$ cat config.mk
export PLATFORM = sky130hd
export DESIGN_NAME = hill_climb_focus_search_top_flat
export DESIGN_NICKNAME = d
export VERILOG_FILES = /design/src/rtl/core/hcfs_pkg.sv /design/src/rtl/core/hcfs_if.sv /design/src/rtl/core/hcfs_front.sv /design/src/rtl/core/hcfs_queue.sv /design/src/rtl/core/hcfs_back.sv /design/src/rtl/core/hill_climb_focus_search_top.sv /design/src/flat_wrapper.sv
export SDC_FILE = /design/constraint.sdc
export NUM_CORES = 2
export LEC_CHECK = 0
export ABC_AREA = 1
export BUFFER_PORTS_ARGS = -buffer_cell sky130_fd_sc_hd__buf_2
export CAP_MARGIN = 10
export CORE_AREA = 3 3 328 330
export DETAILED_ROUTE_END_ITERATION = 10
export DIE_AREA = 0 0 331 333
export GPL_TIMING_DRIVEN = 0
export PLACE_DENSITY = 0.7
export SETUP_SLACK_MARGIN = 0.5
export SYNTH_ARGS = -nofsm -noshare
export SYNTH_HDL_FRONTEND = slang
export SYNTH_SLANG_ARGS = --single-unit
$ cat constraint.sdc
create_clock -name clk_i -period 8.5 [get_ports clk_i]
set_clock_uncertainty 0.15 [all_clocks]
set_input_delay 0.85 -clock clk_i [delete_from_list [all_inputs] [get_ports clk_i]]
set_output_delay 0.85 -clock clk_i [all_outputs]
set_load 0.01 [all_outputs]
$ cat src/rtl/core/hcfs_pkg.sv
// ----------------------------------------------------------------------------
// Hill-climb focus search package
// Shared widths, constants, register codes and payload types of the block.
// ----------------------------------------------------------------------------
package hcfs_pkg;

  // Sharpness metric grouping and pass limits.
  localparam int GROUP_SIZE = 5;
  localparam int MAX_PASS   = 100;

  // Field widths.
  localparam int STAT_W     = 32;
  localparam int QUOT_W     = 26;
  localparam int SUM_W      = QUOT_W + $clog2(GROUP_SIZE);
  localparam int CNT_W      = $clog2(GROUP_SIZE);
  localparam int PASS_W     = 7;
  localparam int STEP_W     = 8;
  localparam int STEPS_W    = 15;
  localparam int CFG_IDX_W  = 2;
  localparam int CFG_DATA_W = 8;

  // Depth of the metric queue between the front and back halves.
  localparam int QUEUE_DEPTH = 2;

  // Division of a 32-bit word by 100 as a multiply by the reciprocal.
  localparam logic [STAT_W-1:0] STAT_DIV_MAGIC = 32'h51EB851F;
  localparam int                STAT_DIV_SHIFT = 37;

  // Division of the trimmed group sum by the number of kept values.
  localparam int TRIM_DIV     = GROUP_SIZE - 2;
  localparam int TRIM_L       = $clog2(TRIM_DIV);
  localparam int TRIM_SHIFT   = SUM_W + TRIM_L;
  localparam int TRIM_MAGIC_W = SUM_W + 1;
  localparam logic [TRIM_MAGIC_W-1:0] TRIM_MAGIC =
    TRIM_MAGIC_W'((64'd1 << TRIM_SHIFT) / TRIM_DIV + 1);

  // Register reset values.
  localparam logic [PASS_W-1:0] PASS_LENGTH_RST = 7'd50;
  localparam logic [STEP_W-1:0] STEP_SIZE_RST   = 8'd6;
  localparam logic [PASS_W-1:0] DROP_LIMIT_RST  = 7'd5;
  localparam logic              SEARCH_DIR_RST  = 1'b0;

  typedef enum logic [CFG_IDX_W-1:0] {
    CFG_PASS_LENGTH = 2'd0,
    CFG_STEP_SIZE   = 2'd1,
    CFG_DROP_LIMIT  = 2'd2,
    CFG_SEARCH_DIR  = 2'd3
  } cfg_idx_e;

  typedef struct packed {
    logic [PASS_W-1:0] pass_length;
    logic [STEP_W-1:0] step_size;
    logic [PASS_W-1:0] drop_limit;
    logic              search_direction;
  } cfg_t;

  typedef struct packed {
    logic               move_dir;
    logic [STEPS_W-1:0] move_steps;
    logic               is_return;
    logic [QUOT_W-1:0]  metric_value;
    logic [QUOT_W-1:0]  peak_value;
  } move_t;

endpackage

$ cat src/rtl/core/hcfs_if.sv
// ----------------------------------------------------------------------------
// Hill-climb focus search channels
// Valid/ready channels for statistic words, move commands and register writes.
// ----------------------------------------------------------------------------
interface hcfs_stat_if import hcfs_pkg::*; ();
  logic              valid;
  logic              ready;
  logic [STAT_W-1:0] raw_statistic;

  modport source (output valid, output raw_statistic, input ready);
  modport sink   (input valid, input raw_statistic, output ready);
endinterface

interface hcfs_move_if import hcfs_pkg::*; ();
  logic               valid;
  logic               ready;
  logic               move_dir;
  logic [STEPS_W-1:0] move_steps;
  logic               is_return;
  logic [QUOT_W-1:0]  metric_value;
  logic [QUOT_W-1:0]  peak_value;

  modport source (output valid, output move_dir, output move_steps, output is_return,
                  output metric_value, output peak_value, input ready);
  modport sink   (input valid, input move_dir, input move_steps, input is_return,
                  input metric_value, input peak_value, output ready);
endinterface

interface hcfs_cfg_if import hcfs_pkg::*; ();
  logic                  valid;
  logic                  ready;
  logic [CFG_IDX_W-1:0]  index;
  logic [CFG_DATA_W-1:0] data;

  modport source (output valid, output index, output data, input ready);
  modport sink   (input valid, input index, input data, output ready);
endinterface

$ cat src/rtl/core/hcfs_front.sv
// ----------------------------------------------------------------------------
// Hill-climb focus search front end
// Scales statistic words, gathers groups and forms the trimmed mean metric.
// ----------------------------------------------------------------------------
module hcfs_front import hcfs_pkg::*; (
  input  logic              clk_i,
  input  logic              rst_ni,
  hcfs_stat_if.sink         stat_i,
  output logic              push_valid_o,
  input  logic              push_ready_i,
  output logic [QUOT_W-1:0] push_metric_o
);

  logic                    s1_valid_q, s1_valid_d;
  logic [QUOT_W-1:0]       s1_quot_q;
  logic                    s2_valid_q, s2_valid_d;
  logic [SUM_W-1:0]        s2_trim_q;
  logic [CNT_W-1:0]        grp_cnt_q, grp_cnt_d;
  logic [SUM_W-1:0]        grp_sum_q, sum_n;
  logic [QUOT_W-1:0]       grp_max_q, grp_min_q, max_n, min_n;
  logic [2*STAT_W-1:0]     div_prod;
  logic [SUM_W+TRIM_MAGIC_W-1:0] trim_prod;
  logic                    stat_acc, s1_take, grp_first, grp_done;
  logic [SUM_W-1:0]        trim_n;

  // Stage one: word divided by 100.
  assign div_prod = {{STAT_W{1'b0}}, stat_i.raw_statistic} * {{STAT_W{1'b0}}, STAT_DIV_MAGIC};

  assign s1_take      = s1_valid_q && (!s2_valid_q || push_ready_i);
  assign stat_i.ready = !s1_valid_q || s1_take;
  assign stat_acc     = stat_i.valid && stat_i.ready;

  // Stage two: group accumulation with running maximum and minimum.
  assign grp_first = (grp_cnt_q == '0);
  assign grp_done  = (grp_cnt_q == CNT_W'(GROUP_SIZE - 1));
  assign max_n     = (grp_first || s1_quot_q > grp_max_q) ? s1_quot_q : grp_max_q;
  assign min_n     = (grp_first || s1_quot_q < grp_min_q) ? s1_quot_q : grp_min_q;
  assign sum_n     = grp_first ? SUM_W'(s1_quot_q) : grp_sum_q + SUM_W'(s1_quot_q);
  assign trim_n    = sum_n - SUM_W'(max_n) - SUM_W'(min_n);

  always_comb begin
    grp_cnt_d = grp_cnt_q;
    if (s1_take) begin
      grp_cnt_d = grp_done ? '0 : grp_cnt_q + CNT_W'(1);
    end
  end

  assign s1_valid_d = stat_acc || (s1_valid_q && !s1_take);
  assign s2_valid_d = (s2_valid_q && !push_ready_i) || (s1_take && grp_done);

  // The queue write takes the trimmed sum divided by the kept count.
  assign trim_prod     = {{TRIM_MAGIC_W{1'b0}}, s2_trim_q} * {{SUM_W{1'b0}}, TRIM_MAGIC};
  assign push_valid_o  = s2_valid_q;
  assign push_metric_o = trim_prod[TRIM_SHIFT +: QUOT_W];

  always_ff @(posedge clk_i or negedge rst_ni) begin
    if (!rst_ni) begin
      s1_valid_q <= 1'b0;
      s2_valid_q <= 1'b0;
      grp_cnt_q  <= '0;
    end else begin
      s1_valid_q <= s1_valid_d;
      s2_valid_q <= s2_valid_d;
      grp_cnt_q  <= grp_cnt_d;
    end
  end

  always_ff @(posedge clk_i) begin
    if (stat_acc) begin
      s1_quot_q <= div_prod[STAT_DIV_SHIFT +: QUOT_W];
    end
    if (s1_take) begin
      grp_sum_q <= sum_n;
      grp_max_q <= max_n;
      grp_min_q <= min_n;
    end
    if (s1_take && grp_done) begin
      s2_trim_q <= trim_n;
    end
  end

endmodule

$ cat src/rtl/core/hcfs_queue.sv
// ----------------------------------------------------------------------------
// Hill-climb focus search metric queue
// Short first-in first-out buffer between the front and back halves.
// ----------------------------------------------------------------------------
module hcfs_queue import hcfs_pkg::*; (
  input  logic              clk_i,
  input  logic              rst_ni,
  input  logic              push_valid_i,
  output logic              push_ready_o,
  input  logic [QUOT_W-1:0] push_data_i,
  output logic              pop_valid_o,
  input  logic              pop_ready_i,
  output logic [QUOT_W-1:0] pop_data_o
);

  localparam int PTR_W = (QUEUE_DEPTH > 1) ? $clog2(QUEUE_DEPTH) : 1;
  localparam int CNT_W = $clog2(QUEUE_DEPTH + 1);

  logic [QUOT_W-1:0] mem_q [QUEUE_DEPTH];
  logic [PTR_W-1:0]  wr_ptr_q, rd_ptr_q;
  logic [CNT_W-1:0]  count_q;
  logic              push, pop;

  assign push_ready_o = (count_q != CNT_W'(QUEUE_DEPTH));
  assign pop_valid_o  = (count_q != '0);
  assign push         = push_valid_i && push_ready_o;
  assign pop          = pop_valid_o && pop_ready_i;
  assign pop_data_o   = mem_q[rd_ptr_q];

  always_ff @(posedge clk_i or negedge rst_ni) begin
    if (!rst_ni) begin
      wr_ptr_q <= '0;
      rd_ptr_q <= '0;
      count_q  <= '0;
    end else begin
      if (push) begin
        wr_ptr_q <= (wr_ptr_q == PTR_W'(QUEUE_DEPTH - 1)) ? '0 : wr_ptr_q + PTR_W'(1);
      end
      if (pop) begin
        rd_ptr_q <= (rd_ptr_q == PTR_W'(QUEUE_DEPTH - 1)) ? '0 : rd_ptr_q + PTR_W'(1);
      end
      if (push && !pop) begin
        count_q <= count_q + CNT_W'(1);
      end else if (pop && !push) begin
        count_q <= count_q - CNT_W'(1);
      end
    end
  end

  always_ff @(posedge clk_i) begin
    if (push) begin
      mem_q[wr_ptr_q] <= push_data_i;
    end
  end

endmodule

$ cat src/rtl/core/hcfs_back.sv
// ----------------------------------------------------------------------------
// Hill-climb focus search back end
// Tracks the pass peak and drops, and issues step and return moves.
// ----------------------------------------------------------------------------
module hcfs_back import hcfs_pkg::*; (
  input  logic              clk_i,
  input  logic              rst_ni,
  input  cfg_t              cfg_i,
  input  logic              pop_valid_i,
  output logic              pop_ready_o,
  input  logic [QUOT_W-1:0] pop_metric_i,
  hcfs_move_if.source       move_o
);

  logic              out_valid_q, ret_valid_q;
  move_t             out_q, ret_q, step_mv, ret_mv;
  logic [PASS_W-1:0] pass_idx_q, peak_idx_q, drop_q;
  logic [QUOT_W-1:0] peak_q;
  logic [PASS_W-1:0] peak_idx_n, drop_n, limit;
  logic [QUOT_W-1:0] peak_n;
  logic [PASS_W:0]   taken, span;
  logic [STEP_W+PASS_W:0] ret_prod;
  logic              out_adv, pop, pass_end;

  assign out_adv     = !out_valid_q || move_o.ready;
  assign pop_ready_o = !ret_valid_q && out_adv;
  assign pop         = pop_valid_i && pop_ready_o;

  always_comb begin
    peak_n     = peak_q;
    peak_idx_n = peak_idx_q;
    if (pass_idx_q == '0) begin
      peak_n     = pop_metric_i;
      peak_idx_n = '0;
    end else if (pop_metric_i > peak_q) begin
      peak_n     = pop_metric_i;
      peak_idx_n = pass_idx_q;
    end
    drop_n = drop_q;
    if (pop_metric_i < peak_n && drop_q != '1) begin
      drop_n = drop_q + PASS_W'(1);
    end
    if (cfg_i.pass_length > PASS_W'(MAX_PASS)) begin
      limit = PASS_W'(MAX_PASS);
    end else if (cfg_i.pass_length == '0) begin
      limit = PASS_W'(1);
    end else begin
      limit = cfg_i.pass_length;
    end
  end

  assign taken    = {1'b0, pass_idx_q} + (PASS_W+1)'(1);
  assign span     = taken - {1'b0, peak_idx_n};
  assign ret_prod = {{(PASS_W+1){1'b0}}, cfg_i.step_size} * {{STEP_W{1'b0}}, span};
  assign pass_end = (drop_n >= cfg_i.drop_limit) || (taken >= {1'b0, limit});

  always_comb begin
    step_mv.move_dir     = cfg_i.search_direction;
    step_mv.move_steps   = {{(STEPS_W-STEP_W){1'b0}}, cfg_i.step_size};
    step_mv.is_return    = 1'b0;
    step_mv.metric_value = pop_metric_i;
    step_mv.peak_value   = peak_n;
    ret_mv               = step_mv;
    ret_mv.move_dir      = !cfg_i.search_direction;
    ret_mv.move_steps    = ret_prod[STEPS_W-1:0];
    ret_mv.is_return     = 1'b1;
  end

  always_ff @(posedge clk_i or negedge rst_ni) begin
    if (!rst_ni) begin
      out_valid_q <= 1'b0;
      ret_valid_q <= 1'b0;
      pass_idx_q  <= '0;
      peak_q      <= '0;
      peak_idx_q  <= '0;
      drop_q      <= '0;
    end else begin
      if (ret_valid_q && out_adv) begin
        out_valid_q <= 1'b1;
        ret_valid_q <= 1'b0;
      end else if (pop) begin
        out_valid_q <= 1'b1;
        ret_valid_q <= pass_end;
      end else if (move_o.ready) begin
        out_valid_q <= 1'b0;
      end
      if (pop) begin
        if (pass_end) begin
          pass_idx_q <= '0;
          peak_q     <= '0;
          peak_idx_q <= '0;
          drop_q     <= '0;
        end else begin
          pass_idx_q <= taken[PASS_W-1:0];
          peak_q     <= peak_n;
          peak_idx_q <= peak_idx_n;
          drop_q     <= drop_n;
        end
      end
    end
  end

  always_ff @(posedge clk_i) begin
    if (ret_valid_q && out_adv) begin
      out_q <= ret_q;
    end else if (pop) begin
      out_q <= step_mv;
      ret_q <= ret_mv;
    end
  end

  assign move_o.valid        = out_valid_q;
  assign move_o.move_dir     = out_q.move_dir;
  assign move_o.move_steps   = out_q.move_steps;
  assign move_o.is_return    = out_q.is_return;
  assign move_o.metric_value = out_q.metric_value;
  assign move_o.peak_value   = out_q.peak_value;

endmodule

$ cat src/rtl/core/hill_climb_focus_search_top.sv
// ----------------------------------------------------------------------------
// Hill-climb focus search
// Contrast autofocus search that turns statistic words into motor moves.
// ----------------------------------------------------------------------------
// Usage. Statistic words enter on stat_i, one item per accepted handshake, and
// a new word can be taken in every cycle unless a full queue holds back the
// front. Each word is scaled down by 100 and every five words form one
// sharpness metric (trimmed mean). Every metric yields one step move on move_o;
// when the pass ends on the drop limit or the pass length, a second item follows
// with is_return set, moving back to the peak in the opposite direction.
// The step move for a metric passes the stage-one and trim registers, the queue
// and the output register after the word that completes its group is accepted;
// the return move follows once the step is taken. The front pipeline (divide,
// group, trim) and the back end (peak tracking, move issue) are decoupled by a
// two-entry metric queue, so input words keep flowing while the output waits.
// A stalled receiver eventually fills the queue and stat_i.ready falls.
// Registers are written on cfg_i, whose ready is always high; writes should be
// made while the block is idle and take effect from the next metric.
// Reset clears the group, the pass state and the metric queue, and loads the
// register defaults: pass length 50, step size 6, drop limit 5, forward.
// ----------------------------------------------------------------------------
module hill_climb_focus_search_top import hcfs_pkg::*; (
  input  logic        clk_i,
  input  logic        rst_ni,
  hcfs_stat_if.sink   stat_i,
  hcfs_cfg_if.sink    cfg_i,
  hcfs_move_if.source move_o
);

  cfg_t              cfg_q;
  logic              push_valid, push_ready, pop_valid, pop_ready;
  logic [QUOT_W-1:0] push_metric, pop_metric;

  // Register file: index selects the field, data is truncated to its width.
  assign cfg_i.ready = 1'b1;

  always_ff @(posedge clk_i or negedge rst_ni) begin
    if (!rst_ni) begin
      cfg_q.pass_length      <= PASS_LENGTH_RST;
      cfg_q.step_size        <= STEP_SIZE_RST;
      cfg_q.drop_limit       <= DROP_LIMIT_RST;
      cfg_q.search_direction <= SEARCH_DIR_RST;
    end else if (cfg_i.valid) begin
      case (cfg_idx_e'(cfg_i.index))
        CFG_PASS_LENGTH: cfg_q.pass_length      <= cfg_i.data[PASS_W-1:0];
        CFG_STEP_SIZE:   cfg_q.step_size        <= cfg_i.data[STEP_W-1:0];
        CFG_DROP_LIMIT:  cfg_q.drop_limit       <= cfg_i.data[PASS_W-1:0];
        CFG_SEARCH_DIR:  cfg_q.search_direction <= cfg_i.data[0];
        default: begin
        end
      endcase
    end
  end

  // Front: scaling, grouping and metric formation.
  hcfs_front u_front (
    .clk_i         (clk_i),
    .rst_ni        (rst_ni),
    .stat_i        (stat_i),
    .push_valid_o  (push_valid),
    .push_ready_i  (push_ready),
    .push_metric_o (push_metric)
  );

  // Metric queue so that each half can stall on its own.
  hcfs_queue u_queue (
    .clk_i        (clk_i),
    .rst_ni       (rst_ni),
    .push_valid_i (push_valid),
    .push_ready_o (push_ready),
    .push_data_i  (push_metric),
    .pop_valid_o  (pop_valid),
    .pop_ready_i  (pop_ready),
    .pop_data_o   (pop_metric)
  );

  // Back: peak search and move issue, with the output register.
  hcfs_back u_back (
    .clk_i        (clk_i),
    .rst_ni       (rst_ni),
    .cfg_i        (cfg_q),
    .pop_valid_i  (pop_valid),
    .pop_ready_o  (pop_ready),
    .pop_metric_i (pop_metric),
    .move_o       (move_o)
  );

endmodule
$ cat src/flat_wrapper.sv
// flat-port wrapper written by rule: the top's interface ports become plain ports
module hill_climb_focus_search_top_flat import hcfs_pkg::*;
  (clk_i, rst_ni, stat_i_valid, stat_i_raw_statistic, stat_i_ready, cfg_i_valid, cfg_i_index, cfg_i_data, cfg_i_ready, move_o_valid, move_o_move_dir, move_o_move_steps, move_o_is_return, move_o_metric_value, move_o_peak_value, move_o_ready);
  hcfs_stat_if stat_i_i ();
  hcfs_cfg_if cfg_i_i ();
  hcfs_move_if move_o_i ();
  input  logic clk_i;
  input  logic rst_ni;
  input wire logic [$bits(stat_i_i.valid)-1:0] stat_i_valid;
  input wire logic [$bits(stat_i_i.raw_statistic)-1:0] stat_i_raw_statistic;
  output wire logic [$bits(stat_i_i.ready)-1:0] stat_i_ready;
  input wire logic [$bits(cfg_i_i.valid)-1:0] cfg_i_valid;
  input wire logic [$bits(cfg_i_i.index)-1:0] cfg_i_index;
  input wire logic [$bits(cfg_i_i.data)-1:0] cfg_i_data;
  output wire logic [$bits(cfg_i_i.ready)-1:0] cfg_i_ready;
  output wire logic [$bits(move_o_i.valid)-1:0] move_o_valid;
  output wire logic [$bits(move_o_i.move_dir)-1:0] move_o_move_dir;
  output wire logic [$bits(move_o_i.move_steps)-1:0] move_o_move_steps;
  output wire logic [$bits(move_o_i.is_return)-1:0] move_o_is_return;
  output wire logic [$bits(move_o_i.metric_value)-1:0] move_o_metric_value;
  output wire logic [$bits(move_o_i.peak_value)-1:0] move_o_peak_value;
  input wire logic [$bits(move_o_i.ready)-1:0] move_o_ready;
  assign stat_i_i.valid = stat_i_valid;
  assign stat_i_i.raw_statistic = stat_i_raw_statistic;
  assign stat_i_ready = stat_i_i.ready;
  assign cfg_i_i.valid = cfg_i_valid;
  assign cfg_i_i.index = cfg_i_index;
  assign cfg_i_i.data = cfg_i_data;
  assign cfg_i_ready = cfg_i_i.ready;
  assign move_o_valid = move_o_i.valid;
  assign move_o_move_dir = move_o_i.move_dir;
  assign move_o_move_steps = move_o_i.move_steps;
  assign move_o_is_return = move_o_i.is_return;
  assign move_o_metric_value = move_o_i.metric_value;
  assign move_o_peak_value = move_o_i.peak_value;
  assign move_o_i.ready = move_o_ready;
  hill_climb_focus_search_top u_core (.clk_i(clk_i), .rst_ni(rst_ni), .stat_i(stat_i_i), .cfg_i(cfg_i_i), .move_o(move_o_i));
endmodule
# Word level (Yosys, flattened, before mapping)
# Memories as Yosys holds them, arrays and structs flattened.
# Cells that the tools add are included.
totals:
  word_cells: 129
  inputBits: 47
  out_inout_bits: 72
  mem_bits_rw: 52
  mem_count: 1
  regBits: 354
classes:
  reduce_logical: 42
  add_sub_neg: 11
  n_eq_ne: 6
  magnitude_cmp: 7
  n_mul: 3
  bitwise_logic: 1
  n_mux: 28
memory_table:
  columns: ["name", "words", "word_bits", "read_ports", "rd_ports_with_merged_regs", "wr", "line", "rtl"]
  rows:
  - ["u_core.u_queue.mem_q", 2, 26, 1, 0, 1, "hcfs_queue.sv:19", "logic [QUOT_W-1:0] mem_q [QUEUE_DEPTH];"]
ops:
  columns: ["cell", "n"]
  rows:
  - ["$mux W69", 2]
  - ["$mux W26", 5]
  - ["$mul A32 B31 Y63 const B", 1]
  - ["$sub A29 B26 Y29", 2]
  - ["$mul A29 B30 Y57 const B", 1]
  - ["$mux W7", 8]
  - ["$gt A26 B26 Y1", 2]
  - ["$lt A26 B26 Y1", 2]
  - ["$add A29 B26 Y29", 1]
  - ["$mux W29", 1]
  - ["$mul A8 B8 Y15", 1]
  - ["$logic_not A7 Y1", 2]
  - ["$logic_and A1 B1 Y1", 12]
  - ["$reduce_and A2 Y1", 5]
  - ["$logic_not A1 Y1", 9]
  - ["$mux W1", 9]
  - ["$add A7 B1 Y8 const B", 1]
  - ["$ge A8 B7 Y1", 1]
  - ["$logic_or A1 B1 Y1", 8]
  - ["$sub A8 B7 Y8", 1]
  - ["$add A7 B1 Y7 const B", 1]
  - ["$ge A7 B7 Y1", 1]
  - ["$gt A7 B7 Y1 const B", 1]
  - ["$ne A7 B7 Y1 const B", 1]
  - ["other kinds (15)", 20]

# Depth between registers and ports, before layout
# An unclocked memory read counts as a cell.
logic_depth:
  depth_word: 11
  mapped_depth: 51
  ltp_nobuf: 49

# Modules after synthesis
# From an unflattened synthesis, not the netlist that was laid out.
hier_totals:
  hier_cells: 6286
  hier_area_um2: 55336.8
modules_own_cells:
  columns: ["module", "cells_per_inst", "n_inst", "area_each_um2"]
  rows:
  - ["hcfs_front", 4839, 1, 40684.0]
  - ["hcfs_back", 1177, 1, 11501.0]
  - ["hcfs_queue", 164, 1, 2155.8]
  - ["hill_climb_focus_search_top", 106, 1, 996.0]

# Worst setup path after synthesis
# Ideal clock, no wire load.
synth_timing:
  path_type: "register to register"
  startpoint: "register u_core.u_queue.rd_ptr_q"
  endpoint: "register u_core.u_back.ret_q[67] (netlist name) (data pin)"
  path_slack_ns: 1.143
  t_arrival_ns: 6.955
  required_ns: 8.098
  period_less_slack_ns: 7.357
  n_path_buf: 2
  path_stages_with_launch: 44
  cell_sequence: "dfrtp_1 > buf_4 > inv_2 > clkbuf_1 > or2_2 > o21ai_0 > inv_1 > ha_1 > nand2_1 > nor2_1 > nand4_1 > nor2_1 > nand3_1 > nand2_2 > inv_2 > o21ai_0 > a21oi_1 > ha_1 > [8 not listed] > fa_1 > fa_1 > inv_1 > fa_1 > inv_1 > fa_1 > inv_1 > ha_1 > a21oi_1 > o221ai_1 > nand3_1 > nand3b_1 > nand2_1 > nand2_1 > a21oi_1 > inv_1 > nand2_1 > nand2_1"
synth_rtl:
  columns: ["element", "line", "rtl"]
  rows:
  - ["from (decl)", "hcfs_queue.sv:20", "logic [PTR_W-1:0] wr_ptr_q, rd_ptr_q;"]
  - ["from (signal assigned)", "hcfs_queue.sv:40", "rd_ptr_q <= (rd_ptr_q == PTR_W'(QUEUE_DEPTH - 1)) ? '0 : rd_ptr_q + PTR_W'(1);"]
  - ["to (signal assigned)", "hcfs_back.sv:108", "ret_q <= ret_mv;"]
  - ["to (decl)", "hcfs_back.sv:16", "move_t out_q, ret_q, step_mv, ret_mv;"]

==> impl_metrics.ini <==
[run_status]
status = complete, no violations

[cts]
cts.sinks = 406
cts_tree = yes
clk_path_buf_depth = 3
cts_made_buffers = 44
cts_max_level = 2
cts-root-buf = clkbuf_16
cts.clk_slew.worst_paths_ns = 0.06
insertion_delay_ns = 0.60

[sta]
fmax_ghz = 0.129
max_slew.worst_pin.slew_ns = 1.01
holdWs_ns = 0.338
rsz0062_at_grt = no
relSlewSlack = 0.327
final_max_slew_viol_count = 0
fin_crit_sh = 0.911
setup_viol = 0
hold_violations = 0
fin_crit_ns = 7.74

[logic_synthesis]
synth_cells = 5456
synth-seq-cells = 406
synth_edf_count = 325
synth.largest_area_cell = fa_1
synthTopCellsByArea = fa_1, ha_1, edfxtp_1
synth.most_common_cell = inv_1
yosys-top-cells-count = inv_1, ha_1, fa_1, nand2_1, edfxtp_1
synthArstFlopShare = 0.200
yosysSeqAreaShare = 0.226
synth.top_cell.area_share = 0.258
syn_avg_cell_area_um2 = 9.58
syn_area_um2 = 52300
syn_nets = 7043
yosysUniqueCellTypes = 70
yosysWarningCount = 0
ys.flop_type = edfxtp_1

[critical_path]
crit_type = reg -> reg
crit_arrival_ns = 7.94
path_common_cell = nand2_1
cpPeakStageDelay_ns = 0.53
critical_path.startpoint_type = flip-flop
cp_slowest_cell = fa_1
crit_required_ns = 8.70
cp_max_fo = 10
critPathCaptureType = flip-flop

[floorplanning]
start_util = 0.497
fp-row-count = 119
die_area_um2 = 110000
coreArea_um2 = 105000
die_height_um = 333
io_pins = 119
die_w_um = 331

[routing]
route.detailed.drc = 0
drt-total-wl_mm = 130
wl_per_cell_um = 18.3
antenna_left = 0
avgViaCountPerCell = 5.31
dr.pass1.iters = 6
initialDrtViolationCount = 2596
vias = 37697

[cells_and_area]
antennaDiodeCount = 0
n_fill_cell = 9306
fin_util = 0.543
layout.nets = 7259
final_cells = 7099
syn_to_final_growth_pct = 9.13
drive_gt1_frac = 0.0967

[placed_design]
dp_hpwl_mm = 110
place_inst = 6971
gp_congestion = 0.985
port_buffers = 117

[grt]
grt_max_degree = 65
grt_pass1_vias = 38660
grt_pass1_wl_mm = 208
antenna_found_initial = 0
grt_use_total = 0.239
grt-ovfl-total = 0

[worst_hold_path]
hold_class = reg -> reg

[run]
maxCapViolations = 0
## area by class of cell
class	count	area, µm²	share of cell area
Clock inverter	19	193	0.00338
Timing Repair Buffer	170	1080	0.0189
Multi-Input combinational cell	3644	35600	0.624
Buffer	55	317	0.00555
Sequential cell	406	11800	0.207
Tap cell	1391	1740	0.0305
Clock buffer	63	1270	0.0223
Inverter	1351	5080	0.0890
## kinds of logic (layout without fill, tap and decap cells)
family / count (synthesis) / after routing / share of synthesized area
adder cells (fa/ha/maj): 1540 / 1540 / 0.465
buffers and inverters: 1406 / 1658 / 0.102
AND/OR/NAND/NOR: 1173 / 1173 / 0.0950
AO/OA/AOI/OAI: 805 / 805 / 0.0910
flip-flops: 406 / 406 / 0.226
XOR/XNOR: 125 / 125 / 0.0209
other: 1 / 1 / 0.0000717
## registers in the layout, summed over array words and instances, names as in the netlist, 2 cells and up
register / flops
u_core.u_back.peak_q: 26
u_core.u_queue.count_q: 2
u_core.u_back.drop_q: 7
u_core.cfg_q: 23
u_core.u_queue.mem_q: 52
u_core.u_front.s1_quot_q: 26
u_core.u_back.move_o.peak_value: 26
u_core.u_back.move_o.metric_value: 26
u_core.u_front.grp_cnt_q: 3
u_core.u_back.peak_idx_q: 7
u_core.u_front.grp_max_q: 26
u_core.u_front.s2_trim_q: 29
u_core.u_back.pass_idx_q: 7
u_core.u_front.grp_sum_q: 29
u_core.u_back.ret_q: 68
u_core.u_front.grp_min_q: 26
u_core.u_back.move_o.move_steps: 15
## metrics by stage
stage / area [µm²] / setup WS (ns) / setup TNS [ns]
2_1_floorplan: 52300 / 1.14 / 0
3_3_place_gp: 54600 / -0.150 / -0.223
3_5_place_dp: 54800 / -0.255 / -0.427
4_1_cts: 56500 / 0.501 / 0
5_1_grt: 57100 / 0.374 / 0
6_report: 57100 / 0.760 / 0
## placed cells by master, fill, tap and decap left out, types with 49 or more instances in the layout
cell type  count
inv_1       1284
ha_1         856
fa_1         672
nand2_1      636
edfxtp_1     325
nor2_1       277
a21oi_1      245
o21ai_0      244
buf_2        129
nand3_1       86
xor2_1        79
dfrtp_1       74
inv_2         60
o21ai_2       50
buf_4         49
## worst paths after layout
kind | from | end | slack (ns) | cells after the start
hold / removal | u_core.cfg_q[0] | u_core.cfg_q[0] | 0.34 | 2
min in group asynchronous | rst_ni | u_core.u_queue.rd_ptr_q | 0.56 | 2
setup / recovery | u_core.u_queue.rd_ptr_q | u_core.u_back.ret_q[67] | 0.76 | 48
hold reg to reg | u_core.cfg_q[0] | u_core.cfg_q[0] | 0.34 | 2
setup reg to reg | u_core.u_queue.rd_ptr_q | u_core.u_back.ret_q[67] | 0.76 | 48
max in group asynchronous | rst_ni | u_core.cfg_q[10] | 6.95 | 3
## what timing repair did
action	CTS	global route
setup buffers	18	27
hold buffers	1	0
setup endpoints to repair	6	6
pin swaps	5	22
hold endpoints to repair	3	0
resized for setup	31	126
## layer usage
layer	track usage	routed length [µm]	vias to the layer above
met1	0.334	57900	18478
met4	0.0687	4110	0
li1	-	-	17956
met3	0.0269	6900	189
met2	0.394	61300	1074
met5	0	0	-
## worst max-delay path, delay by kind of cell (launching register included)
family	cells	cell delay [ns]
AND/OR/NAND/NOR	17	1.54
buffers and inverters	12	0.92
adder cells (fa/ha/maj)	7	2.88
AO/OA/AOI/OAI	12	1.64
flip-flops	1	0.34
Power is not shown: default switching activity piles up to over one toggle a cycle in this logic, so the estimate is an artifact.
